===== src/hdl/assert_macros.svh =====
// Assertion macros for the RTL of the span fill block.
// Depends on nothing; included by the files that carry assertions.
`ifndef ASSERT_MACROS_SVH
`define ASSERT_MACROS_SVH
`ifndef NO_ASSERTIONS
`define SF_ASSERT_IMPL(label, clk, rst, ante, cons) \
  label: assert property (@(posedge clk) disable iff (rst) (ante) |-> (cons)) \
    else $error("assertion failed");
`define SF_ASSERT_NEXT(label, clk, rst, ante, cons) \
  label: assert property (@(posedge clk) disable iff (rst) (ante) |=> (cons)) \
    else $error("assertion failed");
`else
`define SF_ASSERT_IMPL(label, clk, rst, ante, cons)
`define SF_ASSERT_NEXT(label, clk, rst, ante, cons)
`endif
`endif


===== src/hdl/sf_pkg.sv =====
// Constants, word types and opcodes of the scan-line span fill block.
// Depends on nothing.
package sf_pkg;
  localparam int MAX_VERTICES = 32;
  localparam int COORD_BITS   = 9;
  localparam int FRAC_BITS    = 8;
  localparam int MAX_SPANS    = 16;
  localparam int ADDR_W = $clog2(MAX_VERTICES);
  localparam int CNT_W  = $clog2(MAX_VERTICES + 1);
  localparam int XING_W = COORD_BITS + FRAC_BITS;
  localparam int NUM_W  = 2 * COORD_BITS + FRAC_BITS;
  localparam int SPAN_W = $clog2(MAX_SPANS + 1);
  localparam int KIDX_W = $clog2(MAX_SPANS);

  localparam logic [1:0] OP_CLEAR  = 2'd0;
  localparam logic [1:0] OP_APPEND = 2'd1;
  localparam logic [1:0] OP_QUERY  = 2'd2;
  localparam logic [1:0] OP_NONE   = 2'd3;

  localparam logic [1:0] ST_OK    = 2'd0;
  localparam logic [1:0] ST_FULL  = 2'd1;
  localparam logic [1:0] ST_SHORT = 2'd2;

  typedef struct packed {
    logic [1:0]            op;
    logic [COORD_BITS-1:0] coord_x;
    logic [COORD_BITS-1:0] coord_y;
  } cmd_t;

  typedef struct packed {
    logic [1:0]            status;
    logic                  span_valid;
    logic [COORD_BITS-1:0] span_row;
    logic [COORD_BITS-1:0] span_start;
    logic [COORD_BITS-1:0] span_end;
    logic                  last;
  } result_t;

  typedef struct packed {
    logic                  start;
    logic [NUM_W-1:0]      num;
    logic [COORD_BITS-1:0] den;
  } div_req_t;

  typedef struct packed {
    logic              done;
    logic [XING_W-1:0] quo;
    logic              rem_nz;
  } div_rsp_t;
endpackage


===== src/hdl/sf_ram.sv =====
// Generic single-write, single-read RAM with registered read data.
// Depends on nothing.
module sf_ram #(
  parameter int WIDTH = 8,
  parameter int DEPTH = 32,
  parameter int AW    = $clog2(DEPTH)
) (
  input  logic             clk,
  input  logic             we,
  input  logic [AW-1:0]    waddr,
  input  logic [WIDTH-1:0] wdata,
  input  logic [AW-1:0]    raddr,
  output logic [WIDTH-1:0] rdata
);
  logic [WIDTH-1:0] mem [DEPTH];

  always_ff @(posedge clk) begin
    if (we) begin
      mem[waddr] <= wdata;
    end
    rdata <= mem[raddr];
  end
endmodule


===== src/hdl/sf_div.sv =====
// Restoring divider, one quotient bit per cycle, for edge crossings.
// Depends on sf_pkg. The quotient is known to fit in XING_W bits.
module sf_div
  import sf_pkg::*;
(
  input  logic     clk,
  input  logic     rst,
  input  div_req_t req,
  output div_rsp_t rsp
);
  logic [COORD_BITS-1:0] rem;
  logic [XING_W-1:0]     sh;
  logic [COORD_BITS-1:0] den;
  logic [SPAN_W:0]       cnt;
  logic                  run;
  logic                  done;
  logic [COORD_BITS:0]   trial;

  assign trial = {rem, sh[XING_W-1]};

  always_ff @(posedge clk) begin
    if (rst) begin
      run  <= 1'b0;
      done <= 1'b0;
    end else begin
      done <= 1'b0;
      if (req.start) begin
        run <= 1'b1;
        cnt <= '0;
        den <= req.den;
        rem <= req.num[NUM_W-1:XING_W];
        sh  <= req.num[XING_W-1:0];
      end else if (run) begin
        // shift in one numerator bit, subtract when it fits
        if (trial >= {1'b0, den}) begin
          rem <= COORD_BITS'(trial - {1'b0, den});
          sh  <= {sh[XING_W-2:0], 1'b1};
        end else begin
          rem <= trial[COORD_BITS-1:0];
          sh  <= {sh[XING_W-2:0], 1'b0};
        end
        cnt <= cnt + 1'b1;
        if (cnt == (SPAN_W+1)'(XING_W - 1)) begin
          run  <= 1'b0;
          done <= 1'b1;
        end
      end
    end
  end

  assign rsp.done   = done;
  assign rsp.quo    = sh;
  assign rsp.rem_nz = |rem;
endmodule


===== src/hdl/scanline_polygon_span_fill.sv =====
// Scan-line polygon span fill: vertex store, edge walk, sorted crossing buffer.
// Each command gives a burst of one-cycle results on valid; the receiver cannot
// stall, so results are never held. Clear, append, no-op and short queries give
// their one result word without leaving idle. A query walks every edge through
// fetch, edge test and next; an active edge adds a 9x9 multiply, a divider
// start, the divider run and the insert, plus a shift for each crossing buffer
// entry moved up. Each span is then output once the buffer's single read port
// has fetched both ends. busy stays high throughout a query.
// Depends on sf_pkg, sf_ram, sf_div and assert_macros.svh.
`include "assert_macros.svh"
module scanline_polygon_span_fill
  import sf_pkg::*;
(
  input  logic    clk,
  input  logic    rst,
  input  logic    start,
  output logic    busy,
  input  cmd_t    cmd,
  output logic    valid,
  output result_t result
);
  typedef enum logic [3:0] {
    S_IDLE, S_FIRST, S_FETCH, S_EDGE, S_MUL, S_DSTART, S_DIV, S_INS, S_SHIFT,
    S_PLACE, S_NEXT, S_OUT, S_EA, S_EB, S_EC
  } state_t;

  state_t                state;
  logic [CNT_W-1:0]      count;
  logic [COORD_BITS-1:0] row;
  logic [ADDR_W-1:0]     vi;
  logic [COORD_BITS-1:0] first_x, first_y, cur_x, cur_y, nb_x, nb_y;
  logic [COORD_BITS-1:0] ady, add, adx;
  logic                  neg;
  logic [2*COORD_BITS-1:0] prod;
  logic [XING_W-1:0]     xc;
  logic [CNT_W-1:0]      n, p;
  logic [KIDX_W-1:0]     k;
  logic [SPAN_W-1:0]     pairs;
  logic [COORD_BITS-1:0] span_s;
  logic [1:0]            cmd_status;

  logic                    v_we;
  logic [ADDR_W-1:0]       v_raddr;
  logic [2*COORD_BITS-1:0] v_rdata;
  logic                    b_we;
  logic [ADDR_W-1:0]       b_waddr, b_raddr;
  logic [XING_W-1:0]       b_wdata, b_rdata;
  div_req_t                dreq;
  div_rsp_t                drsp;

  logic                  edge_last;
  logic [COORD_BITS-1:0] b_x, b_y, lo, hi;
  logic [CNT_W-1:0]      pairs_full;
  logic [XING_W-1:0]     base, xnew;
  logic [COORD_BITS:0]   e_full;

  assign busy = (state != S_IDLE);
  assign edge_last = (CNT_W'(vi) + 1'b1 == count);
  assign b_x = edge_last ? first_x : v_rdata[2*COORD_BITS-1:COORD_BITS];
  assign b_y = edge_last ? first_y : v_rdata[COORD_BITS-1:0];
  assign lo  = (cur_y < b_y) ? cur_y : b_y;
  assign hi  = (cur_y < b_y) ? b_y : cur_y;
  assign pairs_full = n >> 1;
  assign base = {cur_x, FRAC_BITS'(0)};
  assign xnew = neg ? base - drsp.quo - XING_W'(drsp.rem_nz) : base + drsp.quo;
  assign e_full = {1'b0, b_rdata[XING_W-1:FRAC_BITS]} + 1'b1;

  always_comb begin
    cmd_status = ST_OK;
    if (cmd.op == OP_APPEND && count >= CNT_W'(MAX_VERTICES)) cmd_status = ST_FULL;
    else if (cmd.op == OP_QUERY && count < CNT_W'(3)) cmd_status = ST_SHORT;
    v_we    = start && !busy && cmd.op == OP_APPEND && count < CNT_W'(MAX_VERTICES);
    v_raddr = (state == S_FETCH) ? ADDR_W'(CNT_W'(vi) + 1'b1) : '0;
    b_we    = 1'b0;
    b_waddr = p[ADDR_W-1:0];
    b_wdata = xc;
    b_raddr = '0;
    dreq.start = (state == S_DSTART);
    dreq.num   = {prod, FRAC_BITS'(0)};
    dreq.den   = add;
    unique case (state)
      S_INS: begin
        if (n == '0) begin
          b_we    = 1'b1;
          b_waddr = '0;
        end else begin
          b_raddr = ADDR_W'(n - 1'b1);
        end
      end
      S_SHIFT: begin
        b_we = 1'b1;
        if (b_rdata > xc) begin
          b_wdata = b_rdata;
          b_raddr = ADDR_W'(p - 2'd2);
        end
      end
      S_PLACE: begin
        b_we    = 1'b1;
        b_waddr = '0;
      end
      S_EA:    b_raddr = ADDR_W'({k, 1'b0});
      S_EB:    b_raddr = ADDR_W'({k, 1'b1});
      default: ;
    endcase
  end

  sf_ram #(.WIDTH(2*COORD_BITS), .DEPTH(MAX_VERTICES)) u_vram (
    .clk, .we(v_we), .waddr(count[ADDR_W-1:0]), .wdata({cmd.coord_x, cmd.coord_y}),
    .raddr(v_raddr), .rdata(v_rdata)
  );

  sf_ram #(.WIDTH(XING_W), .DEPTH(MAX_VERTICES)) u_xbuf (
    .clk, .we(b_we), .waddr(b_waddr), .wdata(b_wdata),
    .raddr(b_raddr), .rdata(b_rdata)
  );

  sf_div u_div (.clk, .rst, .req(dreq), .rsp(drsp));

  always_ff @(posedge clk) begin
    if (rst) begin
      state <= S_IDLE;
      count <= '0;
      valid <= 1'b0;
    end else begin
      valid <= 1'b0;
      unique case (state)
        S_IDLE: begin
          if (start) begin
            result <= '{status: cmd_status, span_valid: 1'b0, span_row: '0,
                        span_start: '0, span_end: '0, last: 1'b1};
            unique case (cmd.op)
              OP_CLEAR: begin
                count <= '0;
                valid <= 1'b1;
              end
              OP_APPEND: begin
                valid <= 1'b1;
                if (count < CNT_W'(MAX_VERTICES)) count <= count + 1'b1;
              end
              OP_QUERY: begin
                if (count < CNT_W'(3)) begin
                  valid <= 1'b1;
                end else begin
                  row   <= cmd.coord_y;
                  vi    <= '0;
                  n     <= '0;
                  state <= S_FIRST;
                end
              end
              OP_NONE: valid <= 1'b1;
              default: valid <= 1'b1;
            endcase
          end
        end
        S_FIRST: begin
          first_x <= v_rdata[2*COORD_BITS-1:COORD_BITS];
          first_y <= v_rdata[COORD_BITS-1:0];
          cur_x   <= v_rdata[2*COORD_BITS-1:COORD_BITS];
          cur_y   <= v_rdata[COORD_BITS-1:0];
          state   <= S_FETCH;
        end
        S_FETCH: state <= S_EDGE;
        S_EDGE: begin
          nb_x <= b_x;
          nb_y <= b_y;
          if (lo < row && row <= hi) begin
            ady <= (cur_y < b_y) ? row - cur_y : cur_y - row;
            add <= hi - lo;
            neg <= (b_x < cur_x);
            adx <= (b_x < cur_x) ? cur_x - b_x : b_x - cur_x;
            state <= S_MUL;
          end else begin
            state <= S_NEXT;
          end
        end
        S_MUL: begin
          prod  <= ady * adx;
          state <= S_DSTART;
        end
        // hand the registered product to the divider
        S_DSTART: state <= S_DIV;
        S_DIV: begin
          if (drsp.done) begin
            xc    <= xnew;
            state <= S_INS;
          end
        end
        S_INS: begin
          if (n == '0) begin
            n     <= n + 1'b1;
            state <= S_NEXT;
          end else begin
            p     <= n;
            state <= S_SHIFT;
          end
        end
        S_SHIFT: begin
          // move larger entries up one slot, stop at the first that is not
          if (b_rdata > xc) begin
            p <= p - 1'b1;
            if (p == CNT_W'(1)) state <= S_PLACE;
          end else begin
            n     <= n + 1'b1;
            state <= S_NEXT;
          end
        end
        S_PLACE: begin
          n     <= n + 1'b1;
          state <= S_NEXT;
        end
        S_NEXT: begin
          cur_x <= nb_x;
          cur_y <= nb_y;
          if (edge_last) begin
            state <= S_OUT;
          end else begin
            vi    <= vi + 1'b1;
            state <= S_FETCH;
          end
        end
        S_OUT: begin
          k <= '0;
          if (pairs_full > CNT_W'(MAX_SPANS)) pairs <= SPAN_W'(MAX_SPANS);
          else pairs <= SPAN_W'(pairs_full);
          if (pairs_full == '0) begin
            result <= '{status: ST_OK, span_valid: 1'b0, span_row: '0,
                        span_start: '0, span_end: '0, last: 1'b1};
            valid  <= 1'b1;
            state  <= S_IDLE;
          end else begin
            state <= S_EA;
          end
        end
        S_EA: state <= S_EB;
        S_EB: begin
          span_s <= b_rdata[XING_W-1:FRAC_BITS];
          state  <= S_EC;
        end
        S_EC: begin
          result.status     <= ST_OK;
          result.span_valid <= 1'b1;
          result.span_row   <= row;
          result.span_start <= span_s;
          result.span_end   <= e_full[COORD_BITS] ? '1 : e_full[COORD_BITS-1:0];
          result.last       <= (SPAN_W'(k) + 1'b1 == pairs);
          valid             <= 1'b1;
          if (SPAN_W'(k) + 1'b1 == pairs) state <= S_IDLE;
          else begin
            k     <= k + 1'b1;
            state <= S_EA;
          end
        end
        default: state <= S_IDLE;
      endcase
    end
  end

  `SF_ASSERT_IMPL(a_count_max, clk, rst, 1'b1, count <= CNT_W'(MAX_VERTICES))
  `SF_ASSERT_IMPL(a_n_le_count, clk, rst, busy, n <= count)
  `SF_ASSERT_IMPL(a_last_frees, clk, rst, valid && result.last, !busy)
  `SF_ASSERT_IMPL(a_span_order, clk, rst, valid && result.span_valid,
                  result.span_start <= result.span_end)
endmodule


===== config.mk =====
export PLATFORM = sky130hd
export DESIGN_NAME = scanline_polygon_span_fill
export DESIGN_NICKNAME = d
export VERILOG_FILES = /design/src/hdl/sf_pkg.sv /design/src/hdl/sf_ram.sv /design/src/hdl/sf_div.sv /design/src/hdl/scanline_polygon_span_fill.sv
export VERILOG_INCLUDE_DIRS = /design/src /design/src/hdl
export SDC_FILE = /design/constraint.sdc
export NUM_CORES = 2
export LEC_CHECK = 0
export BUFFER_PORTS_ARGS = -buffer_cell sky130_fd_sc_hd__buf_4
export CAP_MARGIN = 20
export CORE_ASPECT_RATIO = 0.9
export CORE_MARGIN = 2
export CORE_UTILIZATION = 40
export DETAILED_ROUTE_END_ITERATION = 6
export PLACE_DENSITY_LB_ADDON = 0.25
export SLEW_MARGIN = 25
export SYNTH_ARGS = -nofsm -noshare
export SYNTH_HDL_FRONTEND = slang
export SYNTH_SLANG_ARGS = --single-unit

===== constraint.sdc =====
create_clock -name clk -period 8.93 [get_ports clk]
set_clock_uncertainty 0.1 [all_clocks]
set_input_delay 1.3395 -clock clk [delete_from_list [all_inputs] [get_ports clk]]
set_output_delay 1.3395 -clock clk [all_outputs]
set_load 0.05 [all_outputs]

==> results_dict.tcl <==
set metrics [dict create \
    grt_util_all_layers_pct 19.3 \
    max_stage_delay_ns 0.76 \
    grt-ovfl-total 0 \
    synth.top_cells.by_area "edfxtp_1, mux4_2, ha_1" \
    first_pass_iters 7 \
    clock_latency_ns 0.78 \
    hold_buf_cts 0 \
    wl_per_cell_um 24.1 \
    reg2reg_setup_slack_ns 1.28 \
    finalSetupViolCount 0 \
    synth_enable_flop_cells 1353 \
    gpl.final_weighted_congestion 0.842 \
    crit_path_start_kind "flop" \
    first_global_vias 34400 \
    r2r_cells 18 \
    postSynth.topFlopCell "edfxtp_1" \
    finalWirelength_um 152000 \
    path_buf_inv 1 \
    placed_cells 6033 \
    cp.arrival_ns 7.98 \
    dr.first_iter.drc_count 3087 \
    yosysWarnings 0 \
    grt_start_max_net_pins 88 \
    design_power_total_mw 16.0 \
    place_hpwl_um 92000 \
    clock_sinks 1401 \
    clkTransAtPathRegs_ns 0.06 \
    wire_length_of_the_first_global_routing_pass_um 226000 \
    num_vias 34600 \
    layout_worst_path_cycle_share_pct 85.7 \
    cts_inserted_buffers 145 \
    route.antenna.remaining_nets 0 \
    post_dp_cell_area_um2 64800 \
    layout.filler_cells 13300 \
    post-route-min-period_ns 7.65 \
    endpoint_kind "flop" \
    hold_end "u_div.den[7]" \
    post_cts.resized_instances 0 \
    crit_family "compound AO/OA/AOI/OAI gates" \
    ys_seq_elements 1401 \
    peakVddDrop_mv 0.215 \
    drv.max_cap_violation_count 0 \
    boundaryPins 56 \
    post_cts_setup_buffer_count 0 \
    cts_max_level 4 \
    remaining_drc_errors 0 \
    instances_no_fill 6297 \
    fp.dieArea_um2 157000 \
    synth_area_per_cell_um2 15.1 \
    multi_input_comb_area_um2 18600 \
    hold_path_startpoint "add[7]" \
    clk_path_buf_depth 3 \
    row_count 136 \
    seq_area_frac_synth_pct 67.7 \
    required_ns 9.25 \
    cpMaxStageDelayCell "ha_4" \
    final_core_util_pct 45.5 \
    vert_die_dim_um 376 \
    drive_above_1_share_pct 16.7 \
    number_of_antenna_violations_at_the_first_check_in_global_routing 3 \
    routed_via_density 5.49 \
    synth_fp_nets 4321 \
    mappedNetlistArea_um2 61400 \
    netlist.area_leader.share_pct 66.1 \
    timing.setup.tns_ns 0 \
    finalMaxSlewViolations 0 \
    cpMostUsedCell "ha_1" \
    achievable-frequency_ghz 0.131 \
    cp_cell_sequence "ha_4 > xor2_1 > a2111oi_2 > o211ai_1 > a211oi_4 > mux2i_1 > ha_1 > a211oi_1 > a21o_1 > mux2_2 > ha_1 > nand2_1 > or4_1 > a221o_1 > a31oi_1 > o21ai_0 > nor2_2 > buf_4" \
    net_count_of_the_finished_layout 4433 \
    fp.coreArea_um2 153000 \
    relSlewSlack_pct 30.3 \
    cts_tree "yes" \
    maximum_fanout_along_the_worst_path 52 \
    run_status "finished clean" \
    power_density_nw_per_um2 230 \
    layout-area-overhead-vs-synth_pct 13.1 \
    worst_hold_path_type "flop to flop" \
    power_leakage_nw 23.8 \
    register_area_um2 41600 \
    max_slew.worst_pin.slew_ns 1.04 \
    synth-async-reset-ratio_pct 0 \
    final_design_area_no_fill_um2 69500 \
    timing_hold_violations_final 0 \
    whs_path_depth 0 \
    synthCells 4067 \
    die_width_um 417 \
    place.port_buffers 55 \
    reg2reg_from "vi[1]" \
    synth_cell_types 74 \
    rsz0062_at_grt "no" \
    synth.largest_area_cell "edfxtp_1" \
    r2r-end "ady[7]" \
    initial_utilization_pct 40.3 \
    critical_path_class "flop to flop" \
    cts_root_buffer "clkbuf_16" \
]
## layout make-up
| class | instances | share of cell area (%) |
|---|---|---|
| inverters | 209 | 1.13 |
| clock inverters | 74 | 1.10 |
| clock buffers | 189 | 5.58 |
| well taps | 2001 | 3.60 |
| diodes | 1 | 0.00360 |
| repair buffers | 173 | 1.89 |
| flip-flops and latches | 1401 | 59.9 |
| multi-input cells | 2249 | 26.8 |
## state kept, by name, summed over array words and instances, names as in the netlist, 17 cells and up
signal / count
u_vram.mem: 576
xc: 17
prod: 18
result: 31
u_div.sh: 17
u_xbuf.mem: 544
u_xbuf.rdata: 17
u_vram.rdata: 18
## worst max path at each step
stage / to / slack, ns / from / cells past startpoint
global route: ady[6] / 0.73 / vi[1] / 23
floorplan: add[0] / 1.80 / vi[0] / 24
global placement: ady[6] / 1.40 / vi[1] / 18
detailed placement: ady[6] / 1.23 / vi[1] / 18
CTS: add[0] / 1.19 / vi[1] / 18
finish: ady[7] / 1.28 / vi[1] / 18
## power by group
group	leakage, nW	internal, mW	switching (mW)
clock	2.25	3.36	2.60
sequential	12.6	7.36	0.105
combinational	8.95	0.914	1.63
## worst register-to-register path, stage by stage, from the launching register on
cell and delay [ns]:
edfxtp_1 0.43, ha_4 0.76, xor2_1 0.17, a2111oi_2 0.34, o211ai_1 0.21, a211oi_4 0.72
mux2i_1 0.51, ha_1 0.39, a211oi_1 0.42, a21o_1 0.75, mux2_2 0.43, ha_1 0.30
nand2_1 0.06, or4_1 0.55, a221o_1 0.32, a31oi_1 0.18, o21ai_0 0.16, nor2_2 0.13
buf_4 0.34
## through the flow
| step | setup WS [ns] | hold slack (ns) |
|---|---|---|
| after global placement | 1.40 | 0.304 |
| after detailed placement | 1.23 | 0.305 |
| after CTS | 1.19 | 0.317 |
| after floorplan | 1.80 | 0.300 |
| final | 1.28 | 0.315 |
| after global routing | 0.732 | 0.326 |
## cell usage after synthesis, types with 4 or more instances
| cell type | instances |
|---|---|
| edfxtp_1 | 1353 |
| nand2_1 | 342 |
| nor2_1 | 210 |
| inv_1 | 207 |
| a21oi_1 | 204 |
| ha_1 | 175 |
| mux4_2 | 170 |
| clkbuf_1 | 166 |
| o21ai_0 | 158 |
| mux2_2 | 79 |
| mux2i_1 | 71 |
| a22oi_1 | 70 |
| a211oi_1 | 65 |
| and2_1 | 65 |
| fa_1 | 56 |
| dfxtp_1 | 48 |
| xnor2_1 | 48 |
| nor2b_1 | 46 |
| and3_1 | 38 |
| o211ai_1 | 37 |
| xor2_1 | 36 |
| or3_1 | 34 |
| nand3_1 | 33 |
| a31oi_1 | 27 |
| nand4_1 | 27 |
| nor3_1 | 27 |
| o22ai_1 | 26 |
| buf_1 | 25 |
| o221ai_1 | 22 |
| nand2b_1 | 20 |
| a21o_1 | 19 |
| buf_2 | 15 |
| o21bai_1 | 13 |
| o31a_1 | 13 |
| a21boi_0 | 12 |
| o21a_1 | 10 |
| nor4_1 | 9 |
| a221o_1 | 8 |
| o31ai_1 | 7 |
| o32ai_1 | 7 |
| or2_2 | 7 |
| a311oi_1 | 5 |
| a221oi_1 | 4 |
| nand3b_1 | 4 |
| nor3_2 | 4 |
## cells by family (layout without fill, tap and decap cells)
kind of cell,Yosys count,count (layout),share of synthesized area [%]
other,0,1,0
AND/OR/NAND/NOR,879,879,6.66
buffers and inverters,417,645,2.59
multiplexers,320,320,8.84
flip-flops,1401,1401,67.7
adder cells (fa/ha/maj),232,232,5.40
XOR/XNOR,84,84,1.20
AO/OA/AOI/OAI,734,734,7.62
## routing by layer
metal | part of all wire (%) | track usage [%]
met3 | 6.9 | 4.02
met2 | 46 | 30.1
met5 | 0 | 0
met4 | 2.0 | 4.76
met1 | 45 | 27.7
## cell usage in the layout, fill, tap and decap left out, types with 65 or more instances in the layout
cell       synthesis  layout
a21oi_1          204     203
a22oi_1           70      70
and2_1            65      65
buf_4              2     172
clkbuf_16          0     147
edfxtp_1        1353    1353
ha_1             175     174
inv_1            207     207
mux2_2            79      79
mux2i_1           71      71
mux4_2           170     170
nand2_1          342     340
nor2_1           210     160
o21ai_0          158     142
(Power assumes the default switching activity.)
